===== config.mk =====
export PLATFORM = sky130hd
export DESIGN_NAME = boot_config_entry_parser_top_flat
export DESIGN_NICKNAME = d
export VERILOG_FILES = /design/src/hdl/bcep_pkg.sv /design/src/hdl/bcep_in_if.sv /design/src/hdl/bcep_out_if.sv /design/src/hdl/boot_config_entry_parser_top.sv /design/src/flat_wrapper.sv
export SDC_FILE = /design/constraint.sdc
export NUM_CORES = 1
export LEC_CHECK = 0
export ABC_AREA = 1
export BUFFER_PORTS_ARGS = -buffer_cell sky130_fd_sc_hd__buf_2
export CAP_MARGIN = 20
export CORE_UTILIZATION = 55
export DETAILED_ROUTE_END_ITERATION = 10
export HOLD_SLACK_MARGIN = 0.1
export PLACE_DENSITY = 0.73
export SYNTH_ARGS = -nofsm -noshare
export SYNTH_HDL_FRONTEND = slang
export SYNTH_SLANG_ARGS = --single-unit

===== constraint.sdc =====
create_clock -name i_clk -period 12.9 [get_ports i_clk]
set_input_delay 3.225 -clock i_clk [delete_from_list [all_inputs] [get_ports i_clk]]
set_output_delay 3.225 -clock i_clk [all_outputs]
set_load 0.005 [all_outputs]

===== src/hdl/bcep_pkg.sv =====
`timescale 1ns / 1ps
// ----------------------------------------------------------------------------
// bcep_pkg: shared types and helpers of the boot configuration entry parser
// Limits, status codes, parse phases, character classes and the result word.
// ----------------------------------------------------------------------------
package bcep_pkg;

    // text and table limits
    localparam int MAX_BYTES   = 4096;
    localparam int MAX_ENTRIES = 256;

    // byte position reaches MAX_BYTES itself, entry count reaches MAX_ENTRIES
    localparam int POS_W = $clog2(MAX_BYTES + 1);
    localparam int CNT_W = $clog2(MAX_ENTRIES + 1);

    // result queue
    localparam int FIFO_DEPTH = 4;
    localparam int FIFO_AW    = $clog2(FIFO_DEPTH);
    localparam int FIFO_CW    = $clog2(FIFO_DEPTH + 1);

    // fixed field widths of a result word
    localparam int STATUS_W = 3;
    localparam int INDEX_W  = 8;
    localparam int SPAN_W   = 12;

    // length of the kernel name
    localparam logic [2:0] KWORD_LEN = 3'd6;

    // special characters
    localparam logic [7:0] CH_NUL    = 8'h00;
    localparam logic [7:0] CH_COLON  = 8'h3a;
    localparam logic [7:0] CH_UNDER  = 8'h5f;
    localparam logic [7:0] CH_DASH   = 8'h2d;
    localparam logic [7:0] CH_DOT    = 8'h2e;
    localparam logic [7:0] CH_BSLASH = 8'h5c;
    localparam logic [7:0] CH_SLASH  = 8'h2f;
    localparam logic [7:0] CH_SPACE  = 8'h20;
    localparam logic [7:0] CH_TAB    = 8'h09;
    localparam logic [7:0] CH_CR     = 8'h0d;

    typedef enum logic [STATUS_W-1:0] {
        ST_ENTRY     = 3'd0,
        ST_DONE      = 3'd1,
        ST_SYNTAX    = 3'd2,
        ST_NO_KERNEL = 3'd3,
        ST_OVERFLOW  = 3'd4
    } t_status;

    typedef enum logic [6:0] {
        PH_IDLE = 7'b0000001,
        PH_LEAD = 7'b0000010,
        PH_NAME = 7'b0000100,
        PH_GAP1 = 7'b0001000,
        PH_GAP2 = 7'b0010000,
        PH_PATH = 7'b0100000,
        PH_HALT = 7'b1000000
    } t_phase;

    typedef struct packed {
        logic [STATUS_W-1:0] status;
        logic [INDEX_W-1:0]  entry_index;
        logic [SPAN_W-1:0]   name_offset;
        logic [SPAN_W-1:0]   name_length;
        logic [SPAN_W-1:0]   path_offset;
        logic [SPAN_W-1:0]   path_length;
        logic                is_kernel;
        logic [INDEX_W-1:0]  kernel_index;
        logic                last;
    } t_result;

    // space, tab, lf, vt, ff, cr
    function automatic logic is_ws(input logic [7:0] c);
        return (c == CH_SPACE) || ((c >= CH_TAB) && (c <= CH_CR));
    endfunction

    function automatic logic is_name_ch(input logic [7:0] c);
        return ((c >= 8'h30) && (c <= 8'h39)) || ((c >= 8'h61) && (c <= 8'h7a)) ||
               ((c >= 8'h41) && (c <= 8'h5a)) || (c == CH_UNDER) ||
               (c == CH_DASH) || (c == CH_DOT);
    endfunction

    function automatic logic is_path_ch(input logic [7:0] c);
        return is_name_ch(c) || (c == CH_BSLASH) || (c == CH_SLASH);
    endfunction

    // characters of the name "kernel"
    function automatic logic [7:0] kword(input logic [2:0] idx);
        logic [7:0] ch;
        unique case (idx)
            3'd0:    ch = 8'h6b;
            3'd1:    ch = 8'h65;
            3'd2:    ch = 8'h72;
            3'd3:    ch = 8'h6e;
            3'd4:    ch = 8'h65;
            3'd5:    ch = 8'h6c;
            default: ch = 8'h00;
        endcase
        return ch;
    endfunction

    // one step of the kernel name match: returns {broken, progress}
    function automatic logic [3:0] match_step(input logic [2:0] mp, input logic mb,
                                              input logic [7:0] c);
        logic [3:0] r;
        r = {mb, mp};
        if (!mb) begin
            if ((mp < KWORD_LEN) && (c == kword(mp))) begin
                r = {1'b0, mp + 3'd1};
            end else begin
                r = {1'b1, mp};
            end
        end
        return r;
    endfunction

endpackage


===== src/hdl/bcep_in_if.sv =====
`timescale 1ns / 1ps
// ----------------------------------------------------------------------------
// bcep_in_if: text byte channel
// Valid/ready channel carrying one text byte and its restart flag per word.
// ----------------------------------------------------------------------------
interface bcep_in_if;
    logic       valid;
    logic       ready;
    logic [7:0] data_byte;
    logic       first_byte;

    modport source (output valid, output data_byte, output first_byte, input ready);
    modport sink   (input valid, input data_byte, input first_byte, output ready);
endinterface


===== src/hdl/bcep_out_if.sv =====
`timescale 1ns / 1ps
// ----------------------------------------------------------------------------
// bcep_out_if: parse result channel
// Valid/ready channel carrying one entry, done or error report per word.
// ----------------------------------------------------------------------------
interface bcep_out_if;
    logic        valid;
    logic        ready;
    logic [2:0]  status;
    logic [7:0]  entry_index;
    logic [11:0] name_offset;
    logic [11:0] name_length;
    logic [11:0] path_offset;
    logic [11:0] path_length;
    logic        is_kernel;
    logic [7:0]  kernel_index;
    logic        last;

    modport source (output valid, output status, output entry_index, output name_offset,
                    output name_length, output path_offset, output path_length,
                    output is_kernel, output kernel_index, output last, input ready);
    modport sink   (input valid, input status, input entry_index, input name_offset,
                    input name_length, input path_offset, input path_length,
                    input is_kernel, input kernel_index, input last, output ready);
endinterface


===== src/hdl/boot_config_entry_parser_top.sv =====
`timescale 1ns / 1ps
// ----------------------------------------------------------------------------
// boot_config_entry_parser_top: boot configuration entry parser
// Splits a zero-terminated configuration text into name:path entries.
// ----------------------------------------------------------------------------
// One text byte is taken per clock. Each byte is classified and the parse
// state updated in the cycle it is accepted; the zero, one or two result
// words it causes go into a four-word result queue and leave at one word per
// cycle while the receiver is ready, so the input keeps running as long as
// the queue holds two or fewer words. A byte with first_byte set restarts the
// parse at offset zero from any state; after done or an error further bytes
// are swallowed until such a restart. Offsets and lengths are the low 12 bits
// and indexes the low 8 bits of the internal counters.
// ----------------------------------------------------------------------------
module boot_config_entry_parser_top (
    input  logic         i_clk,
    input  logic         i_rst_n,
    bcep_in_if.sink      i_in,
    bcep_out_if.source   o_out
);

    // parse state
    bcep_pkg::t_phase                  r_phase,    n_phase;
    logic [bcep_pkg::POS_W-1:0]        r_pos,      n_pos;
    logic [bcep_pkg::POS_W-1:0]        r_name_st,  n_name_st;
    logic [bcep_pkg::POS_W-1:0]        r_name_sz,  n_name_sz;
    logic [bcep_pkg::POS_W-1:0]        r_path_st,  n_path_st;
    logic [bcep_pkg::CNT_W-1:0]        r_ent_cnt,  n_ent_cnt;
    logic                              r_k_seen,   n_k_seen;
    logic [bcep_pkg::INDEX_W-1:0]      r_k_entry,  n_k_entry;
    logic [2:0]                        r_m_prog,   n_m_prog;
    logic                              r_m_brk,    n_m_brk;

    // result queue
    bcep_pkg::t_result                 r_fifo [bcep_pkg::FIFO_DEPTH];
    logic [bcep_pkg::FIFO_AW-1:0]      r_wr_ptr, r_rd_ptr;
    logic [bcep_pkg::FIFO_CW-1:0]      r_count;

    logic                              in_acc;
    logic                              out_acc;
    bcep_pkg::t_result                 res0, res1;
    logic [1:0]                        push_n;

    assign in_acc  = i_in.valid && i_in.ready;
    assign out_acc = o_out.valid && o_out.ready;

    // room for the two words a byte may cause
    assign i_in.ready = (r_count <= bcep_pkg::FIFO_CW'(bcep_pkg::FIFO_DEPTH - 2));

    // byte classification and phase transition
    always_comb begin
        logic [7:0]                   c;
        logic                         emit_entry;
        logic                         emit_stop;
        logic                         do_lead;
        logic                         isk;
        logic [3:0]                   mstep;
        bcep_pkg::t_status            stop_st;
        bcep_pkg::t_result            ent_res;
        bcep_pkg::t_result            stop_res;

        c          = i_in.data_byte;
        emit_entry = 1'b0;
        emit_stop  = 1'b0;
        do_lead    = 1'b0;
        isk        = 1'b0;
        mstep      = '0;
        stop_st    = bcep_pkg::ST_SYNTAX;
        ent_res    = '0;
        stop_res   = '0;

        n_phase   = r_phase;
        n_pos     = r_pos;
        n_name_st = r_name_st;
        n_name_sz = r_name_sz;
        n_path_st = r_path_st;
        n_ent_cnt = r_ent_cnt;
        n_k_seen  = r_k_seen;
        n_k_entry = r_k_entry;
        n_m_prog  = r_m_prog;
        n_m_brk   = r_m_brk;

        if (in_acc && (i_in.first_byte ||
                       !((r_phase == bcep_pkg::PH_IDLE) || (r_phase == bcep_pkg::PH_HALT)))) begin
            // restart clears everything
            if (i_in.first_byte) begin
                n_phase   = bcep_pkg::PH_LEAD;
                n_pos     = '0;
                n_name_st = '0;
                n_name_sz = '0;
                n_path_st = '0;
                n_ent_cnt = '0;
                n_k_seen  = 1'b0;
                n_k_entry = '0;
                n_m_prog  = '0;
                n_m_brk   = 1'b0;
            end

            if (n_pos >= bcep_pkg::POS_W'(bcep_pkg::MAX_BYTES)) begin
                // byte length overflow
                emit_stop = 1'b1;
                stop_st   = bcep_pkg::ST_OVERFLOW;
            end else begin
                unique case (n_phase)
                    bcep_pkg::PH_LEAD: begin
                        do_lead = 1'b1;
                    end
                    bcep_pkg::PH_NAME: begin
                        if (bcep_pkg::is_name_ch(c)) begin
                            mstep    = bcep_pkg::match_step(n_m_prog, n_m_brk, c);
                            n_m_brk  = mstep[3];
                            n_m_prog = mstep[2:0];
                        end else begin
                            n_name_sz = n_pos - n_name_st;
                            if (bcep_pkg::is_ws(c)) begin
                                n_phase = bcep_pkg::PH_GAP1;
                            end else if (c == bcep_pkg::CH_COLON) begin
                                n_phase = bcep_pkg::PH_GAP2;
                            end else begin
                                emit_stop = 1'b1;
                            end
                        end
                    end
                    bcep_pkg::PH_GAP1: begin
                        if (c == bcep_pkg::CH_COLON) begin
                            n_phase = bcep_pkg::PH_GAP2;
                        end else if (!bcep_pkg::is_ws(c)) begin
                            emit_stop = 1'b1;
                        end
                    end
                    bcep_pkg::PH_GAP2: begin
                        if (bcep_pkg::is_path_ch(c)) begin
                            n_path_st = n_pos;
                            n_phase   = bcep_pkg::PH_PATH;
                        end else if (!bcep_pkg::is_ws(c)) begin
                            emit_stop = 1'b1;
                        end
                    end
                    bcep_pkg::PH_PATH: begin
                        if (!bcep_pkg::is_path_ch(c)) begin
                            if (n_ent_cnt >= bcep_pkg::CNT_W'(bcep_pkg::MAX_ENTRIES)) begin
                                // entry table overflow
                                emit_stop = 1'b1;
                                stop_st   = bcep_pkg::ST_OVERFLOW;
                            end else begin
                                isk = !n_m_brk && (n_m_prog == bcep_pkg::KWORD_LEN);
                                if (isk && !n_k_seen) begin
                                    n_k_seen  = 1'b1;
                                    n_k_entry = bcep_pkg::INDEX_W'(n_ent_cnt);
                                end
                                emit_entry           = 1'b1;
                                ent_res.status       = bcep_pkg::ST_ENTRY;
                                ent_res.entry_index  = bcep_pkg::INDEX_W'(n_ent_cnt);
                                ent_res.name_offset  = bcep_pkg::SPAN_W'(n_name_st);
                                ent_res.name_length  = bcep_pkg::SPAN_W'(n_name_sz);
                                ent_res.path_offset  = bcep_pkg::SPAN_W'(n_path_st);
                                ent_res.path_length  = bcep_pkg::SPAN_W'(n_pos - n_path_st);
                                ent_res.is_kernel    = isk;
                                n_ent_cnt            = n_ent_cnt + 1'b1;
                                do_lead              = 1'b1;
                            end
                        end
                    end
                    default: begin
                        n_phase = bcep_pkg::PH_HALT;
                    end
                endcase

                // start of an entry, also for the byte that ends a path
                if (do_lead) begin
                    if (bcep_pkg::is_ws(c)) begin
                        n_phase = bcep_pkg::PH_LEAD;
                    end else if (c == bcep_pkg::CH_NUL) begin
                        emit_stop = 1'b1;
                        stop_st   = n_k_seen ? bcep_pkg::ST_DONE : bcep_pkg::ST_NO_KERNEL;
                    end else if (bcep_pkg::is_name_ch(c)) begin
                        n_name_st = n_pos;
                        mstep     = bcep_pkg::match_step(3'd0, 1'b0, c);
                        n_m_brk   = mstep[3];
                        n_m_prog  = mstep[2:0];
                        n_phase   = bcep_pkg::PH_NAME;
                    end else begin
                        emit_stop = 1'b1;
                        stop_st   = bcep_pkg::ST_SYNTAX;
                    end
                end

                n_pos = n_pos + 1'b1;
            end

            if (emit_stop) begin
                n_phase = bcep_pkg::PH_HALT;
            end
        end

        // done and error report
        stop_res.status       = stop_st;
        stop_res.entry_index  = bcep_pkg::INDEX_W'(n_ent_cnt);
        stop_res.kernel_index = (stop_st == bcep_pkg::ST_DONE) ? n_k_entry : '0;
        stop_res.last         = 1'b1;

        // order the words: entry first, report after
        res0   = '0;
        res1   = stop_res;
        push_n = 2'd0;
        if (emit_entry) begin
            res0      = ent_res;
            res0.last = !emit_stop;
            push_n    = emit_stop ? 2'd2 : 2'd1;
        end else if (emit_stop) begin
            res0   = stop_res;
            push_n = 2'd1;
        end
    end

    // state registers
    always_ff @(posedge i_clk) begin
        if (!i_rst_n) begin
            r_phase   <= bcep_pkg::PH_IDLE;
            r_pos     <= '0;
            r_name_st <= '0;
            r_name_sz <= '0;
            r_path_st <= '0;
            r_ent_cnt <= '0;
            r_k_seen  <= 1'b0;
            r_k_entry <= '0;
            r_m_prog  <= '0;
            r_m_brk   <= 1'b0;
        end else begin
            r_phase   <= n_phase;
            r_pos     <= n_pos;
            r_name_st <= n_name_st;
            r_name_sz <= n_name_sz;
            r_path_st <= n_path_st;
            r_ent_cnt <= n_ent_cnt;
            r_k_seen  <= n_k_seen;
            r_k_entry <= n_k_entry;
            r_m_prog  <= n_m_prog;
            r_m_brk   <= n_m_brk;
        end
    end

    // result queue storage
    always_ff @(posedge i_clk) begin
        if (push_n != 2'd0) begin
            r_fifo[r_wr_ptr] <= res0;
        end
        if (push_n == 2'd2) begin
            r_fifo[r_wr_ptr + 1'b1] <= res1;
        end
    end

    // result queue pointers
    always_ff @(posedge i_clk) begin
        if (!i_rst_n) begin
            r_wr_ptr <= '0;
            r_rd_ptr <= '0;
            r_count  <= '0;
        end else begin
            r_wr_ptr <= r_wr_ptr + bcep_pkg::FIFO_AW'(push_n);
            if (out_acc) begin
                r_rd_ptr <= r_rd_ptr + 1'b1;
            end
            r_count <= r_count + bcep_pkg::FIFO_CW'(push_n)
                       - bcep_pkg::FIFO_CW'(out_acc);
        end
    end

    // output word
    assign o_out.valid        = (r_count != '0);
    assign o_out.status       = r_fifo[r_rd_ptr].status;
    assign o_out.entry_index  = r_fifo[r_rd_ptr].entry_index;
    assign o_out.name_offset  = r_fifo[r_rd_ptr].name_offset;
    assign o_out.name_length  = r_fifo[r_rd_ptr].name_length;
    assign o_out.path_offset  = r_fifo[r_rd_ptr].path_offset;
    assign o_out.path_length  = r_fifo[r_rd_ptr].path_length;
    assign o_out.is_kernel    = r_fifo[r_rd_ptr].is_kernel;
    assign o_out.kernel_index = r_fifo[r_rd_ptr].kernel_index;
    assign o_out.last         = r_fifo[r_rd_ptr].last;

endmodule


===== src/flat_wrapper.sv =====
// flat-port wrapper written by rule: the top's interface ports become plain ports
module boot_config_entry_parser_top_flat 
  (i_clk, i_rst_n, i_in_valid, i_in_data_byte, i_in_first_byte, i_in_ready, o_out_valid, o_out_status, o_out_entry_index, o_out_name_offset, o_out_name_length, o_out_path_offset, o_out_path_length, o_out_is_kernel, o_out_kernel_index, o_out_last, o_out_ready);
  bcep_in_if i_in_i ();
  bcep_out_if o_out_i ();
  input  logic i_clk;
  input  logic i_rst_n;
  input wire logic [$bits(i_in_i.valid)-1:0] i_in_valid;
  input wire logic [$bits(i_in_i.data_byte)-1:0] i_in_data_byte;
  input wire logic [$bits(i_in_i.first_byte)-1:0] i_in_first_byte;
  output wire logic [$bits(i_in_i.ready)-1:0] i_in_ready;
  output wire logic [$bits(o_out_i.valid)-1:0] o_out_valid;
  output wire logic [$bits(o_out_i.status)-1:0] o_out_status;
  output wire logic [$bits(o_out_i.entry_index)-1:0] o_out_entry_index;
  output wire logic [$bits(o_out_i.name_offset)-1:0] o_out_name_offset;
  output wire logic [$bits(o_out_i.name_length)-1:0] o_out_name_length;
  output wire logic [$bits(o_out_i.path_offset)-1:0] o_out_path_offset;
  output wire logic [$bits(o_out_i.path_length)-1:0] o_out_path_length;
  output wire logic [$bits(o_out_i.is_kernel)-1:0] o_out_is_kernel;
  output wire logic [$bits(o_out_i.kernel_index)-1:0] o_out_kernel_index;
  output wire logic [$bits(o_out_i.last)-1:0] o_out_last;
  input wire logic [$bits(o_out_i.ready)-1:0] o_out_ready;
  assign i_in_i.valid = i_in_valid;
  assign i_in_i.data_byte = i_in_data_byte;
  assign i_in_i.first_byte = i_in_first_byte;
  assign i_in_ready = i_in_i.ready;
  assign o_out_valid = o_out_i.valid;
  assign o_out_status = o_out_i.status;
  assign o_out_entry_index = o_out_i.entry_index;
  assign o_out_name_offset = o_out_i.name_offset;
  assign o_out_name_length = o_out_i.name_length;
  assign o_out_path_offset = o_out_i.path_offset;
  assign o_out_path_length = o_out_i.path_length;
  assign o_out_is_kernel = o_out_i.is_kernel;
  assign o_out_kernel_index = o_out_i.kernel_index;
  assign o_out_last = o_out_i.last;
  assign o_out_i.ready = o_out_ready;
  boot_config_entry_parser_top u_core (.i_clk(i_clk), .i_rst_n(i_rst_n), .i_in(i_in_i), .o_out(o_out_i));
endmodule

After elaboration in Yosys (flattened, before gate mapping)
Memories as Yosys holds them, arrays and structs flattened. A register that Yosys moved wholly into a read port is not among the register bits.
Index checks and enable logic that the tools add are counted.

word-level totals
  flip-flop bits (word level) = 88
  bits in writable memories = 276
  output and inout bits = 71
  logic and storage cells = 230
  memories kept = 1

memories
  memory         words  width  read ports  clocked after Yosys merged registers in  wr ports  line                                source
  u_core.r_fifo  4      69     1           1                                        2         boot_config_entry_parser_top.sv:35  bcep_pkg::t_result r_fifo [bcep_pkg::FIFO_DEPTH];

operators by class
  add/subtract/negate cells = 10
  magnitude comparators = 12
  equal/unequal tests = 24
  muxes and demuxes = 139
  reduce and logical (&&, ||, !) cells = 30

operators with widths
  cell                   number
  $mux 13                19
  $mux 60                4
  $mux 8                 20
  $mux 69                2
  $mux 7                 12
  $mux 57                1
  $mux 3                 18
  $mux 9                 6
  $mux 1                 45
  $eq 8x6->1 const B     5
  $pmux 7 s5             1
  $pmux 7 s4             1
  $eq 8x7->1 const B     2
  $eq 8x8->1             2
  $ge 8x7->1 const B     2
  $le 8x7->1 const B     2
  $add 13x1->13 const B  1
  $ge 13x13->1 const B   1
  $sub 13x13->13         1
  $mux 4                 3
  $sub 12x12->12         1
  $logic_and 1x1->1      10
  $logic_or 1x1->1       10
  $mux 2                 5
  32 further kinds       41

Longest topological paths before layout
  word-level depth = 25
  depth in mapped cells = 24

Least setup slack after synthesis
Ideal clock, no wire load.

  kind = input to register
  start = in i_in_first_byte
  end = mem u_core.r_fifo[3][48] (netlist name)
  setup time = 129 ps
  arrival time = 6,634 ps
  path slack = 6,137 ps
  stages on the path = 20
  buffers on the path = 3
  cell sequence = buf_2 inv_1 nand2_1 nor4_1 nand3_1 nand3_1 nor2_1 nand2_2 nand2_1 inv_1 ha_1 inv_1 nor3_1 inv_1 nand2_1 inv_1 clkbuf_1 clkbuf_1 nand2_1 o21ai_0

RTL lines
  element          line                                source
  start, declared  flat_wrapper.sv:10                  input wire logic [$bits(i_in_i.first_byte)-1:0] i_in_first_byte;
  end, declared    boot_config_entry_parser_top.sv:35

==> run summary <==
status: finished clean
Placed Area: 18300 sq um
DR vias/cell: 5.90
top-count cell post-synth: nand2_1
port buffer count: 83
number of flops mapped to enable cells by yosys: 76
Hold Crit Class: reg -> reg
Initial Util: 56.1%
post-CTS resize count: 0
Final GP Congestion: 0.924
commonest cells in the netlist: nand2_1 (586), o21ai_0 (393), nor2_1 (300)
hold buffers post-CTS: 0
area leader, netlist: dfxtp_1
CTS Root Cell: clkbuf_16
initial antenna violation count: 0
RSZ-0062 raised after global routing: no
Cells after Synth: 2449
antenna-violating nets left: 0
H-tree depth: 2
maximum clock frequency: 121 MHz
minimum clock period: 8.30 ns
Post-DP HPWL: 32.8 mm
IO Pins: 84
met1 Use GR: 42.5%
vias in the first global route: 15800
cts bufs inserted: 40
share of the clock period used by the worst path: 64.3%
WP data required: 13.27 ns
syn_area_per_cell: 7.26 sq um
Slew Viols, Final: 0
Clock Pin Slew Worst Setup and Hold Paths: 0.06 ns
Setup crit end kind: flop
post-CTS setup buffers: 0
fin cells: 2892
Design Area, Final: 19700 sq um
Arr. time, crit path: 8.67 ns
Synth top area share: 32.3%
Die Ht: 182 microns
critical path class: in -> reg
Die Wd: 182 microns
leakage: 7.97 nW
Max VDD drop: 0.116 mV
final net count: 2515
FP Rows: 65
Cells after DPL: 2820
FFs w/ async S/R, synth: 0%
DRT iter0 DRCs: 1716
routing usage on met2: 51.2%
M3 GR Usage: 3.53%
final setup vio count: 0
Area growth syn-to-layout: 10.9%
Min Hold Slack: 0.453 ns
#FFs+latches synth: 363
Synth Cell Area: 17800 sq um
post-DR wirelength/cell: 17.9 microns
Clock Skew: 0.0201 ns
routed via count: 17100
final WL: 51.8 mm
# DRC: 0
die area: 33100 sq um
Yosys cell types: 48
post-synthesis sequential area ratio: 45.1%
crit start category: input port
Fin. Hold Viols: 0
Worst-Skew Late Latency: 0.53 ns
first-pass GRT wire length: 83.2 mm
YS warnings: 0
Slew @ Worst Pin: 1.04 ns
Core Area: 31700 sq um
Max clock buf depth: 3
Clock Sinks: 363
main flop type after synthesis: dfxtp_1
Pre-Repair DR Iteration Count: 5
Synth area leaders: dfxtp_1 (32%), edfxtp_1 (13%), nand2_1 (12%)
GRT Util Overall: 31.1%
global route total overflow: 0
largest net degree at the start of global routing: 110
Syn Nets: 2502
Power Density: 162 nW/um^2
Antenna Cells: 0
grt peak-use layer: met2
Max Cap Viol: 0
fraction of layout cells with a size suffix above 1: 8.31%
relative max-transition margin: 30.5%
Max FO, Critical Path: 49
CTS tree: done
setup TNS: 0 ns
power breakdown:
| part | switching, W | total [W] | internal (W) | leakage (nW) |
|---|---|---|---|---|
| clock network | 0.000458 | 0.00117 | 0.000711 | 0.661 |
| logic | 0.000515 | 0.000774 | 0.000259 | 4.28 |
| registers | 0.0000420 | 0.00125 | 0.00121 | 3.02 |
| total | 0.00101 | 0.00320 | 0.00218 | 7.97 |
worst max-delay path, cell delays in order:
cell and delay, ns:
buf_2 0.58, nor2_1 0.13, nand2_1 0.09, nor2_1 0.04
nand2_1 0.07, nand2_1 0.05, buf_4 0.28, nor2_2 0.59
inv_1 0.48, nor2_4 0.21, ha_1 0.18, inv_1 0.09
nor3_2 0.59, inv_1 0.41, nand2_1 0.88, inv_1 0.09
buf_4 0.37, nand2_1 0.13, o21ai_0 0.11
placed cells by master (no fill, tap or decap), types with 42 or more instances in the layout:
cell,instances
clkbuf_16,42
o21ai_0,393
o22ai_1,72
nand3_1,65
inv_1,191
nand2_1,586
nor2_1,300
buf_2,83
edfxtp_1,76
a21oi_1,120
dfxtp_1,285
layout make-up:
cell class,instances,area (sq um)
Fill cell,2845,12000
Multi-Input combinational cell,1752,8480
Sequential cell,363,8030
Clock buffer,57,1170
Inverter,198,744
Timing Repair Buffer,107,616
Tap cell,402,503
Clock inverter,13,185
logic make-up (layout without fill, tap and decap cells):
kind of cell    count (synthesis)  count (layout)  synth area share, %
flops                         363             363                 45.1
buf+inv                       334             375                 7.22
compound gates                661             661                 20.3
fa+ha+maj                      40              40                 2.94
simple gates                 1035            1035                 23.7
xor+xnor                       16              16                0.788
metal layers:
layer / vias to the layer above / wire [microns]
li1: 8187 / -
met2: 720 / 24000
met4: 0 / 1300
met3: 91 / 3680
met1: 8077 / 22800
met5: - / 0
worst paths after layout:
kind                                                         from                                 to  slack [ns]  cells after the start
worst min-delay path            u_core.r_fifo[1][54]$_SDFFE_PP0P_  u_core.r_fifo[1][54]$_SDFFE_PP0P_        0.45                      2
worst min register to register  u_core.r_fifo[1][54]$_SDFFE_PP0P_  u_core.r_fifo[1][54]$_SDFFE_PP0P_        0.45                      2
worst max-delay path                              i_in_first_byte  u_core.r_fifo[0][40]$_SDFFE_PP0P_        4.60                     19
worst max register to register       u_core.r_count[2]$_SDFF_PN0_  u_core.r_fifo[0][40]$_SDFFE_PP0P_        7.48                     17
sequential cells by signal, indices dropped and copies added, names as in the netlist, 7 cells and up, named ones only:
register,flops
u_core.r_k_entry,8
u_core.r_fifo,276
u_core.r_name_sz,12
u_core.r_path_st,12
u_core.r_phase,7
u_core.r_pos,13
u_core.r_ent_cnt,9
u_core.r_name_st,12
metrics by stage:
stage,util (%),worst slack (ns),power (W)
after CTS,62.1,4.58,0.00319
after floorplan,-,6.14,0.00178
after global routing,62.2,4.19,0.00334
final,62.2,4.60,0.00320
after global placement,57.8,4.16,0.00201
after detailed placement,57.8,4.09,0.00203
(Power assumes the default switching activity.)
